`src/rtl/core/bpe_pkg.sv`:
```
// Package for the byte-pair expander: command and status types, result kinds,
// and the text clean-up function used by the back section.
// No dependencies.
package bpe_pkg;

    localparam int PAIR_ENTRIES = 128;
    localparam int TBL_AW       = 7;

    localparam logic [7:0] CHAR_CR    = 8'd13;
    localparam logic [7:0] CHAR_LF    = 8'd10;
    localparam logic [7:0] CHAR_TAB   = 8'd9;
    localparam logic [7:0] CHAR_SPACE = 8'd32;

    localparam logic [1:0] KIND_BYTE = 2'd0;
    localparam logic [1:0] KIND_END  = 2'd1;
    localparam logic [1:0] KIND_BAD  = 2'd2;

    typedef enum logic [1:0] {
        PH_HEADER,
        PH_TABLE,
        PH_RUN
    } t_phase;

    typedef enum logic [2:0] {
        OP_CLEAR,
        OP_TEXT,
        OP_END,
        OP_LOAD,
        OP_EXPAND
    } t_op;

    typedef enum logic [1:0] {
        B_IDLE,
        B_EVAL,
        B_FETCH,
        B_POP
    } t_bstate;

    typedef struct packed {
        t_op               op;
        logic              clr;
        logic              hi;
        logic [TBL_AW-1:0] idx;
        logic [7:0]        data;
    } t_cmd;

    typedef struct packed {
        logic done;
        logic bad;
    } t_bstat;

    function automatic logic [7:0] fix_text(input logic [7:0] c);
        logic [7:0] r;
        r = c;
        if (c == CHAR_CR) begin
            r = CHAR_LF;
        end else if (c == CHAR_TAB) begin
            r = CHAR_SPACE;
        end
        return r;
    endfunction

endpackage

```
`src/rtl/core/bpe_front.sv`:
```
// Front section: accepts compressed bytes, tracks the stream phase and turns
// each byte into one command for the back section. Depends on bpe_pkg.
module bpe_front (
    input  logic             i_clk,
    input  logic             i_rst_n,
    input  logic             i_in_valid,
    input  logic [7:0]       i_data_byte,
    output logic             o_in_ready,
    input  logic             i_q_full,
    output logic             o_push,
    output bpe_pkg::t_cmd    o_cmd,
    input  bpe_pkg::t_bstat  i_stat
);
    import bpe_pkg::*;

    t_phase     r_phase, n_phase;
    logic       r_wait, n_wait;
    logic [7:0] r_left, n_left;
    logic [7:0] r_widx, n_widx;
    logic       acc;

    assign o_in_ready = !r_wait && !i_q_full;
    assign acc        = i_in_valid && o_in_ready;
    assign o_push     = acc;

    always_ff @(posedge i_clk) begin
        if (!i_rst_n) begin
            r_phase <= PH_HEADER;
            r_wait  <= 1'b0;
            r_left  <= '0;
            r_widx  <= '0;
        end else begin
            r_phase <= n_phase;
            r_wait  <= n_wait;
            r_left  <= n_left;
            r_widx  <= n_widx;
        end
    end

    always_comb begin
        n_phase    = r_phase;
        n_wait     = r_wait;
        n_left     = r_left;
        n_widx     = r_widx;
        o_cmd      = '0;
        o_cmd.op   = OP_CLEAR;
        o_cmd.data = i_data_byte;
        o_cmd.idx  = r_widx[7:1];
        o_cmd.hi   = r_widx[0];

        // An expansion may end the stream, so the phase waits for its outcome.
        if (r_wait && i_stat.done) begin
            n_wait  = 1'b0;
            n_phase = i_stat.bad ? PH_HEADER : PH_RUN;
        end

        if (acc) begin
            unique case (r_phase)
                PH_TABLE: begin
                    o_cmd.op = OP_LOAD;
                    n_widx   = r_widx + 8'd1;
                    n_left   = r_left - 8'd1;
                    if (r_left == 8'd1) begin
                        n_phase = PH_RUN;
                    end
                end
                PH_RUN: begin
                    if (i_data_byte == 8'd0) begin
                        o_cmd.op = OP_END;
                        n_phase  = PH_HEADER;
                    end else if (!i_data_byte[7]) begin
                        o_cmd.op = OP_TEXT;
                    end else begin
                        o_cmd.op = OP_EXPAND;
                        n_wait   = 1'b1;
                    end
                end
                default: begin
                    o_cmd.clr = 1'b1;
                    n_widx    = '0;
                    n_left    = '0;
                    if (i_data_byte[7]) begin
                        o_cmd.op = OP_CLEAR;
                        n_left   = {i_data_byte[6:0], 1'b0};
                        n_phase  = (i_data_byte[6:0] != 7'd0) ? PH_TABLE : PH_RUN;
                    end else if (i_data_byte == 8'd0) begin
                        o_cmd.op = OP_END;
                        n_phase  = PH_HEADER;
                    end else begin
                        o_cmd.op = OP_TEXT;
                        n_phase  = PH_RUN;
                    end
                end
            endcase
        end
    end

endmodule

```
`config.mk`:
```
export PLATFORM = sky130hd
export DESIGN_NAME = bpe_front
export DESIGN_NICKNAME = d
export VERILOG_FILES = /design/src/rtl/core/bpe_pkg.sv /design/src/rtl/core/bpe_front.sv
export SDC_FILE = /design/constraint.sdc
export NUM_CORES = 1
export LEC_CHECK = 0
export ABC_AREA = 0
export BUFFER_PORTS_ARGS = -buffer_cell sky130_fd_sc_hd__buf_2
export CAP_MARGIN = 0
export CORE_MARGIN = 2
export CORE_UTILIZATION = 40
export DETAILED_ROUTE_END_ITERATION = 16
export PLACE_DENSITY_LB_ADDON = 0.08
export SLEW_MARGIN = 15
export SYNTH_ARGS = -nofsm -noshare
export SYNTH_HDL_FRONTEND = slang
export SYNTH_SLANG_ARGS = --single-unit
```
`constraint.sdc`:
```
create_clock -name i_clk -period 5.7 [get_ports i_clk]
set_clock_uncertainty 0.1 [all_clocks]
set_input_delay 0.57 -clock i_clk [delete_from_list [all_inputs] [get_ports i_clk]]
set_output_delay 0.57 -clock i_clk [all_outputs]
set_load 0.02 [all_outputs]
```
==> reports/metrics.csv <==
metric,value,unit
drtIter0Drc,79,
timing.final.max_slew_violations,0,
yosys.area.top_type_share,32.0,%
seqPwrFrac,50.6,%
cap_violations,0,
dieWidth,58.5,microns
critical_path_peak_fanout,17,
routedWlPerCell,13.1,microns
p_leak,0.575,nW
p_per_area,208,nW/um^2
htree_num_levels,1,
num_rows,19,
cts_tree,built,
worstSetupPathType,reg2out,
final_common_cell,buf_2,
synth.cell_area,1190,sq um
drive_above_1_share,22.0,%
comb_power_share,24.9,%
report.final.setup_viol,0,
nets,197,
synth_area_leaders,"dfxtp_1 32%, ha_1 5.3%, buf_4 5.1%",
final_cell_mix,"35 x buf_2, 19 x dfxtp_1, 16 x nor2_1, 16 x nand2_1, 11 x a21oi_1",
drc,0,
grt_first_pass_wirelength,4620,microns
post_cts_buffers,0,
hold_path_class,reg2reg,
p_sw_share,31.7,%
chipHeight,58.5,microns
worstPathRequired,5.03,ns
place.gp.congestion,0.866,
syn_nets,172,
max_slew_margin,59.3,%
grt_usage,17.3,%
clockPowerShare,24.4,%
final_antenna_net_count,0,
synth.lib_cells_used.distinct,40,
ir_drop,0.143,mV
grt_pass1_vias,1039,
synth_warnings,0,
outcome,finished clean,
endpoint_kind,output port,
cts_resized,0,
synth_edf_count,0,
antenna_cells,0,
hold_viol_final,0,
tightestPinTransition,0.609,ns
cts.path.max_buffers,2,
cp_data_arrival_time,1.98,ns
num_vias,1137,
p_int,0.190,mW
rsz0062_at_grt,no,
antenna_found_initial,0,
area_growth,12.8,%
postCtsHoldBufs,0,
clock_sinks,19,
portBuffers,35,
pin_count,36,
root_buffer,clkbuf_4,
fmax,378,MHz
clk_pin_slew,0.11,ns
grt_max_degree,18,
min_period_over_period,46.5,%
wl,2730,microns
ys.flop_type,dfxtp_1,
start_util,42.7,%
core_area,2780,sq um
crit_path_start_kind,flip-flop,
first_pass_iters,4,
synth.avg_cell_area,7.77,sq um
clkLatencyLatePin,0.29,ns
p_switching,0.0883,mW
grt_overflow_total,0,
min_period,2.65,ns
synth.ff_latch_count,19,
dpl.hpwl,2090,microns
ys_async_sr_fraction,0,%
avgViaCountPerCell,5.47,
hold_ws,0.398,ns
synth_largest_area_cell,dfxtp_1,
die_area,3420,sq um
finalSetupTns,0,ns
synth_cells,153,
cts_buffers,3,
ys_seq_area_share,32.0,%
[through the flow]
step	cells	setup slack (ns)	util, %	power, mW	instance area [sq um]
after detailed placement	204	3.29	47.3	0.213	1320
after floorplan	153	3.29	-	0.196	1190
after global placement	204	3.33	47.3	0.213	1320
final	208	3.05	48.2	0.278	1340
after global routing	208	2.89	48.2	0.298	1340
after CTS	208	3.05	48.2	0.282	1340
[flip-flops by register name, indices dropped and copies added (netlist names)]
name     cells
r_left       8
r_phase      2
r_wait       1
r_widx       8
[critical path: stages (launching register included)]
cell and delay [ns]:
dfxtp_1 0.33, inv_1 0.07, ha_1 0.51, inv_1 0.23, nor2_1 0.23, a31oi_1 0.06
nor2_1 0.09, buf_2 0.16
[cell usage after synthesis, types with 4 or more instances]
master and count:
dfxtp_1 19, nand2_1 16, nor2_1 16, a21oi_1 11
buf_4 8, inv_1 8, nand3_1 7, clkbuf_1 6
ha_1 5, nand4_1 4, nor4_1 4, o22ai_1 4
[final cells by class]
class | instances | area (sq um)
inverters | 8 | 30.0
repair buffers | 35 | 175
flip-flops and latches | 19 | 380
multi-input cells | 111 | 691
clock buffers | 4 | 26.3
fillers | 298 | 1440
well taps | 31 | 38.8
[metal layers]
layer	track usage, %	routed length [microns]
met5	0	0
met4	6.98	32
met3	3.96	157
met2	25.7	1170
met1	24.2	1370
[power groups by stage]
stage / Combinational [mW] / Clock, mW / Sequential (mW)
floorplan: 0.0517 / 0 / 0.144
global placement: 0.0688 / 0 / 0.144
detailed placement: 0.0689 / 0 / 0.144
CTS: 0.0694 / 0.0714 / 0.141
global route: 0.0778 / 0.0787 / 0.142
finish: 0.0694 / 0.0680 / 0.141
[cell families (layout without fill, tap and decap cells)]
kind of cell	count (synthesis)	count (layout)	synth area share, %
simple gates	62	62	26.7
flops	19	19	32.0
mux	1	1	0.842
fa+ha+maj	5	5	5.26
buf+inv	23	47	9.89
compound gates	37	37	20.8
xor+xnor	6	6	4.42
[worst paths after layout]
check / cells past startpoint / startpoint / slack [ns] / endpoint
max: 7 / r_phase[1]$_SDFF_PN0_ / 3.05 / o_cmd[18]
min: 2 / r_left[6]$_SDFFE_PN0P_ / 0.40 / r_left[6]$_SDFFE_PN0P_
max reg2reg: 5 / r_phase[0]$_SDFF_PN0_ / 3.28 / r_widx[2]$_SDFFE_PN0P_
min reg2reg: 2 / r_left[6]$_SDFFE_PN0P_ / 0.40 / r_left[6]$_SDFFE_PN0P_
No activity file was read; power rests on OpenSTA's default activity.
