$ cat src/rtl/core/bpe_pkg.sv
// Package for the byte-pair expander: command and status types, result kinds,
// and the text clean-up function used by the back section.
// No dependencies.
package bpe_pkg;

    localparam int PAIR_ENTRIES = 128;
    localparam int TBL_AW       = 7;

    localparam logic [7:0] CHAR_CR    = 8'd13;
    localparam logic [7:0] CHAR_LF    = 8'd10;
    localparam logic [7:0] CHAR_TAB   = 8'd9;
    localparam logic [7:0] CHAR_SPACE = 8'd32;

    localparam logic [1:0] KIND_BYTE = 2'd0;
    localparam logic [1:0] KIND_END  = 2'd1;
    localparam logic [1:0] KIND_BAD  = 2'd2;

    typedef enum logic [1:0] {
        PH_HEADER,
        PH_TABLE,
        PH_RUN
    } t_phase;

    typedef enum logic [2:0] {
        OP_CLEAR,
        OP_TEXT,
        OP_END,
        OP_LOAD,
        OP_EXPAND
    } t_op;

    typedef enum logic [1:0] {
        B_IDLE,
        B_EVAL,
        B_FETCH,
        B_POP
    } t_bstate;

    typedef struct packed {
        t_op               op;
        logic              clr;
        logic              hi;
        logic [TBL_AW-1:0] idx;
        logic [7:0]        data;
    } t_cmd;

    typedef struct packed {
        logic done;
        logic bad;
    } t_bstat;

    function automatic logic [7:0] fix_text(input logic [7:0] c);
        logic [7:0] r;
        r = c;
        if (c == CHAR_CR) begin
            r = CHAR_LF;
        end else if (c == CHAR_TAB) begin
            r = CHAR_SPACE;
        end
        return r;
    endfunction

endpackage

$ cat src/rtl/core/bpe_queue.sv
// Two-entry command queue between the front and back sections.
// Depends on bpe_pkg.
module bpe_queue (
    input  logic          i_clk,
    input  logic          i_rst_n,
    input  logic          i_push,
    input  bpe_pkg::t_cmd i_cmd,
    input  logic          i_pop,
    output logic          o_full,
    output logic          o_empty,
    output bpe_pkg::t_cmd o_head
);
    import bpe_pkg::*;

    t_cmd       r_slot [2];
    logic       r_wp, r_rp;
    logic [1:0] r_cnt;
    logic       do_push, do_pop;

    assign o_full  = (r_cnt == 2'd2);
    assign o_empty = (r_cnt == 2'd0);
    assign o_head  = r_slot[r_rp];
    assign do_push = i_push && !o_full;
    assign do_pop  = i_pop && !o_empty;

    always_ff @(posedge i_clk) begin
        if (!i_rst_n) begin
            r_wp  <= 1'b0;
            r_rp  <= 1'b0;
            r_cnt <= '0;
        end else begin
            if (do_push) begin
                r_wp <= ~r_wp;
            end
            if (do_pop) begin
                r_rp <= ~r_rp;
            end
            if (do_push && !do_pop) begin
                r_cnt <= r_cnt + 2'd1;
            end else if (do_pop && !do_push) begin
                r_cnt <= r_cnt - 2'd1;
            end
        end
    end

    always_ff @(posedge i_clk) begin
        if (do_push) begin
            r_slot[r_wp] <= i_cmd;
        end
    end

endmodule

$ cat config.mk
export PLATFORM = sky130hd
export DESIGN_NAME = bpe_queue
export DESIGN_NICKNAME = d
export VERILOG_FILES = /design/src/rtl/core/bpe_pkg.sv /design/src/rtl/core/bpe_queue.sv
export SDC_FILE = /design/constraint.sdc
export NUM_CORES = 1
export LEC_CHECK = 0
export ABC_AREA = 1
export ABC_CLOCK_PERIOD_IN_PS = 1800
export BUFFER_PORTS_ARGS = -buffer_cell sky130_fd_sc_hd__clkbuf_2
export CORE_MARGIN = 3
export CORE_UTILIZATION = 30
export DETAILED_ROUTE_END_ITERATION = 16
export GPL_TIMING_DRIVEN = 0
export PLACE_DENSITY = 0.48
export REMOVE_ABC_BUFFERS = 1
export SLEW_MARGIN = 5
export SYNTH_ARGS = -nofsm -noshare
export SYNTH_HDL_FRONTEND = slang
export SYNTH_SLANG_ARGS = --single-unit
$ cat constraint.sdc
create_clock -name i_clk -period 1.8 [get_ports i_clk]
set_input_delay 0.18 -clock i_clk [delete_from_list [all_inputs] [get_ports i_clk]]
set_output_delay 0.18 -clock i_clk [all_outputs]
set_load 0.02 [all_outputs]
==> impl_metrics.py, run 1 <==
metrics = {
    "outcome": {
        "outcome": "finished clean",
    },
    "yosys": {
        "synth_area_mm2": 0.00169,
        "synthTopCellsByArea": "edfxtp_1, mux2_2, dfxtp_1, nor2_1, inv_1",
        "synth_cell_types": 15,
        "synth_top_area_frac": 0.711,
        "synth-edff-count": 40,
        "yosysMostFrequentCell": "edfxtp_1",
        "synthArstFlopShare": 0,
        "ys_seq_area_frac": 0.770,
        "ys_ff_latch": 45,
        "synthCells": 100,
        "postSynthAreaPerCell_um2": 16.9,
        "ys.warnings.count": 0,
        "synth_area_leader_cell": "edfxtp_1",
        "ys.flop_type": "edfxtp_1",
        "ys_top_cells_by_count": "edfxtp_1, mux2_2, nor2_1",
    },
    "global_routing": {
        "antenna_found_initial": 0,
        "globalRouteOverflowTotal": 0,
        "grt_pass1_vias": 1036,
        "grt_usage": 0.0950,
        "grt_max_degree": 21,
        "grt_pass1_wl_mm": 4.58,
    },
    "placement": {
        "place_ws_ns": 0.0682,
        "hpwlAfterDp_mm": 2.16,
        "portBuffers": 45,
        "dpl.cell_count": 215,
        "place.gp.congestion": 0.681,
    },
    "clocking": {
        "h-tree-depth": 2,
        "cts_buffer_depth": 2,
        "cts_tree": "done",
        "cts_buffers": 5,
        "cts_root_buffer": "clkbuf_8",
        "insertion_delay_ns": 0.28,
        "cts_hold_buffers": 0,
        "cts_num_sinks": 45,
        "path_clk_slew_ns": 0.08,
    },
    "setup_path": {
        "critPathMaxFanout": 20,
        "crit_required_ns": 1.62,
        "start_kind": "flip-flop",
        "arrival_ns": 1.49,
        "crit_type": "reg2out",
        "cp-end-kind": "output port",
        "rrSetupSlack_ns": 0.24,
    },
    "floorplan": {
        "die_area_mm2": 0.00657,
        "rows": 26,
        "core_mm2": 0.00527,
        "ios": 46,
        "die_h_um": 81.0,
        "initial_core_util": 0.321,
        "die_x_um": 81.0,
    },
    "pwr": {
        "vdd_drop_max_mv": 0.584,
        "netSwitchingFraction": 0.305,
        "power.density_mw_per_mm2": 1390,
        "power_frac_seq": 0.481,
        "p_int_w": 0.00206,
        "leakagePower_nw": 0.833,
        "totalPowerFinal_w": 0.00296,
        "clkPwrFrac": 0.238,
        "comb_power_share": 0.281,
        "p_switching_w": 0.000905,
    },
    "routing": {
        "wl_per_cell_um": 13.4,
        "drcViolationCount": 0,
        "finalWirelength_mm": 2.98,
        "vias": 943,
        "routed_via_density": 4.25,
        "drt_iter0_markers": 39,
        "first_pass_iters": 4,
        "postRouteAntennaNets": 0,
    },
    "finish": {
        "drive_gt1_frac": 0.526,
        "multiInputGateArea_um2": 344,
        "final_cells": 222,
        "n_fill_cell": 527,
        "num_antenna_cells": 0,
        "layout.nets": 177,
        "regArea_mm2": 0.00130,
        "syn2layout_area_growth_pct": 25.9,
    },
    "sta": {
        "final.min_clock_period_ns": 1.67,
        "slew_viol_final": 0,
        "max_freq_mhz": 600,
        "whs_ns": 0.0834,
        "setup_tns_ns": 0,
        "hold_viol": 0,
        "slew_headroom": 0.590,
        "layout_setup_ws_ns": 0.133,
        "setup_violations": 0,
        "worstMarginPinSlew_ns": 0.614,
        "finalClockSkew_ns": 0.00381,
        "fin_crit_sh": 0.926,
        "rsz0062_at_grt": "false",
    },
    "run": {
        "maxCapViolCount": 0,
    },
    "min_path": {
        "hp-class": "in2reg",
    },
}
-- per-stage QoR --
step	instance area (um^2)	util
floorplan	1670	-
global placement	1990	0.377
detailed placement	2020	0.384
CTS	2130	0.404
global route	2130	0.404
finish	2130	0.404
-- registers in the layout, summed over array words and instances (netlist names), named ones only --
name	count
r_slot	40
r_wp	1
r_cnt	2
r_rp	1
-- power groups by stage --
stage	logic, W	clock network, W	registers, W
floorplan	0.000562	0	0.00142
global placement	0.000779	0	0.00145
detailed placement	0.000849	0	0.00146
CTS	0.000850	0.000735	0.00143
global route	0.000916	0.000768	0.00145
finish	0.000832	0.000706	0.00143
-- timing repair --
action / in CTS / in global routing
setup buffers: 0 / 0
gates resized for setup: 1 / 0
hold endpoints to repair: 0 / 0
endpoints found under the setup margin: 20 / 0
-- cells by family (layout without fill, tap and decap cells) --
family,Yosys count,in the layout,synth area share
flip-flops,45,45,0.770
multiplexers,20,20,0.133
AND/OR/NAND/NOR,19,19,0.0459
buffers and inverters,11,63,0.0289
AO/OA/AOI/OAI,4,4,0.0141
adder cells (fa/ha/maj),1,1,0.00741
-- final cells by class --
class | count | area share
tap | 70 | 0.0412
inverter | 9 | 0.0159
timing repair buffer | 47 | 0.120
clock inverter | 2 | 0.0165
multi-input combinational | 44 | 0.162
sequential | 45 | 0.612
clock buffer | 5 | 0.0324
-- routing by layer --
| layer | vias to the layer above | share of wire | track usage | routed length, um |
|---|---|---|---|---|
| li1 | 465 | - | - | - |
| met2 | 31 | 0.52 | 0.177 | 1550 |
| met4 | 0 | 0.0084 | 0.0355 | 25 |
| met5 | - | 0 | 0 | 0 |
| met3 | 4 | 0.066 | 0.0333 | 197 |
| met1 | 443 | 0.41 | 0.0964 | 1210 |
-- cell usage in the layout (no fill, tap or decap) --
cell type and instances:
inv_2 1, nand4_1 1, nor2_1 8, edfxtp_1 40, clkinv_2 1, clkbuf_8 5, o21ai_0 2, buf_8 2
o21ai_2 1, mux2_2 20, a21oi_1 1, dfxtp_1 4, dfxtp_2 1, nand2_1 6, nand3_1 1, nor2_2 3
bufinv_16 1, inv_1 8, ha_1 1, clkbuf_2 45
-- worst paths after layout --
check,from,endpoint,cells after the start
max reg2reg,r_cnt[1],r_slot[1][16],4
min,i_cmd[2],r_slot[1][2],1
min reg2reg,r_rp,flip-flop,2
max,flip-flop,o_head[19],2
-- critical path, stage by stage (launching register included) --
cell and delay, ns:
dfxtp_2 0.64, mux2_2 0.40, clkbuf_2 0.16
(Power assumes the default switching activity.)
==> inputs of run 2 (changes only) <==
--- a/config.mk
+++ b/config.mk
@@ -12,9 +12,8 @@
 export CORE_UTILIZATION = 30
 export DETAILED_ROUTE_END_ITERATION = 16
 export GPL_TIMING_DRIVEN = 0
-export PLACE_DENSITY = 0.48
+export PLACE_DENSITY = 0.5
 export REMOVE_ABC_BUFFERS = 1
-export SLEW_MARGIN = 5
 export SYNTH_ARGS = -nofsm -noshare
 export SYNTH_HDL_FRONTEND = slang
 export SYNTH_SLANG_ARGS = --single-unit
==> run 2 against run 1 <==
Register-to-register slack better by 0.03 ns. Non-clock buffer count did not move. Clock skew is 0.0011 ns higher. Power up 0.69%. Critical path depth stayed put. First-iteration DRC count is 46% higher. Largest power group unchanged. Sequential power about the same. Worst hold slack got worse by 0.0046 ns.
==> impl_metrics.py, run 2 (synthesized netlist as in run 1, its figures left out) <==
metrics = {
    "clocking": {
        "cts_hold_buffers": 0,
        "cts_tree": "done",
        "path_clk_slew_ns": 0.08,
        "cts_root_buffer": "clkbuf_8",
        "cts_buffer_depth": 2,
        "post-cts-setup-buffers": 0,
        "cts.repair.resized": 1,
        "cts_num_sinks": 45,
        "insertion_delay_ns": 0.29,
        "h-tree-depth": 2,
        "cts_buffers": 5,
    },
    "global_routing": {
        "globalRouteOverflowTotal": 0,
        "grt_max_degree": 21,
        "antenna_found_initial": 0,
        "grt_pass1_vias": 1029,
        "grt_pass1_wl_mm": 4.80,
        "grt_usage": 0.0988,
    },
    "floorplan": {
        "initial_core_util": 0.321,
        "die_area_mm2": 0.00657,
        "ios": 46,
        "die_x_um": 81.0,
        "rows": 26,
        "core_mm2": 0.00527,
        "die_h_um": 81.0,
    },
    "routing": {
        "wl_per_cell_um": 13.4,
        "first_pass_iters": 4,
        "vias": 964,
        "drcViolationCount": 0,
        "finalWirelength_mm": 2.99,
        "drt_iter0_markers": 57,
        "routed_via_density": 4.32,
        "postRouteAntennaNets": 0,
    },
    "run": {
        "maxCapViolCount": 0,
    },
    "sta": {
        "max_freq_mhz": 600,
        "setup_violations": 0,
        "rsz0062_at_grt": "false",
        "hold_viol": 0,
        "final.min_clock_period_ns": 1.67,
        "setup_tns_ns": 0,
        "slew_viol_final": 0,
        "worstMarginPinSlew_ns": 0.525,
        "fin_crit_sh": 0.926,
        "finalClockSkew_ns": 0.00491,
        "slew_headroom": 0.650,
    },
    "setup_path": {
        "cp-end-kind": "output port",
        "start_kind": "flip-flop",
        "critPathMaxFanout": 20,
        "crit_type": "reg2out",
        "crit_required_ns": 1.62,
        "arrival_ns": 1.49,
    },
    "finish": {
        "final_common_cell": "clkbuf_2",
        "largest_register_ffs": 40,
        "regMostFlops": "r_slot",
        "reg_top3": "r_slot: 40 flops, r_cnt: 2 flops",
        "n_fill_cell": 521,
        "multiInputGateArea_um2": 344,
        "num_antenna_cells": 0,
        "layout.nets": 177,
        "regArea_mm2": 0.00130,
        "utilization": 0.405,
        "layout_common_cells": "clkbuf_2, edfxtp_1, mux2_2",
        "syn2layout_area_growth_pct": 26.3,
        "drive_gt1_frac": 0.523,
    },
    "pwr": {
        "totalPowerFinal_w": 0.00298,
        "vdd_drop_max_mv": 0.820,
        "netSwitchingFraction": 0.308,
        "p_switching_w": 0.000921,
        "clkPwrFrac": 0.245,
        "p_int_w": 0.00206,
        "comb_power_share": 0.277,
        "leakagePower_nw": 0.831,
        "power_frac_seq": 0.478,
        "power.density_mw_per_mm2": 1400,
    },
    "placement": {
        "hpwlAfterDp_mm": 2.14,
        "portBuffers": 45,
        "place.gp.congestion": 0.579,
    },
    "outcome": {
        "outcome": "finished clean",
    },
    "min_path": {
        "hp-class": "in2reg",
    },
}
run 2: changes by cell type in the layout (fill, tap and decap cells not counted):
cell,change
clkinv_1,+1
clkinv_2,-1
clkinvlp_4,+1
run 2: stage by stage:
| stage | setup WS (ns) | hold slack (ns) | cells | area, um^2 |
|---|---|---|---|---|
| 5_1_grt | 0.0236 | 0.0557 | 223 | 2130 |
| 2_1_floorplan | 0.0466 | 0.279 | 98 | 1670 |
| 3_5_place_dp | 0.0758 | 0.373 | 215 | 2020 |
| 3_3_place_gp | -0.492 | 0.371 | 213 | 1990 |
| 6_report | 0.133 | 0.0788 | 223 | 2130 |
| 4_1_cts | 0.0825 | 0.0651 | 223 | 2130 |
run 2: cell type report:
| type | count | area share |
|---|---|---|
| repair buffers | 47 | 0.120 |
| well taps | 70 | 0.0411 |
| flip-flops and latches | 45 | 0.611 |
| clock inverters | 3 | 0.0194 |
| clock buffers | 5 | 0.0323 |
| inverters | 9 | 0.0158 |
| multi-input cells | 44 | 0.161 |
run 2: metal layers:
| metal | GRT usage | vias to the layer above | share of wire | routed length, um |
|---|---|---|---|---|
| met5 | 0 | - | 0 | 0 |
| met4 | 0.0405 | 0 | 0.0087 | 26 |
| met3 | 0.0377 | 3 | 0.079 | 236 |
| met2 | 0.168 | 31 | 0.51 | 1510 |
| met1 | 0.111 | 466 | 0.41 | 1210 |
| li1 | - | 464 | - | - |
run 2: critical path, stage by stage (launching register included):
cell and delay (ns):
dfxtp_2 0.64, mux2_2 0.40, clkbuf_2 0.16
run 2: path summary, 6_finish.rpt:
| path | start | to | slack (ns) | cells past startpoint |
|---|---|---|---|---|
| max reg2reg | r_cnt[1] | r_cnt[1] | 0.27 | 9 |
| max | flip-flop | o_head[2] | 0.13 | 2 |
| min | i_cmd[7] | r_slot[1][7] | 0.08 | 1 |
| min reg2reg | r_rp | flip-flop | 0.51 | 2 |
run 2: power by group through the flow:
stage	combinational, W	sequential [W]	clock (W)
after detailed placement	0.000840	0.00146	0
after floorplan	0.000562	0.00142	0
after global routing	0.000912	0.00145	0.000801
after CTS	0.000841	0.00143	0.000755
after global placement	0.000780	0.00145	0
final	0.000828	0.00143	0.000731
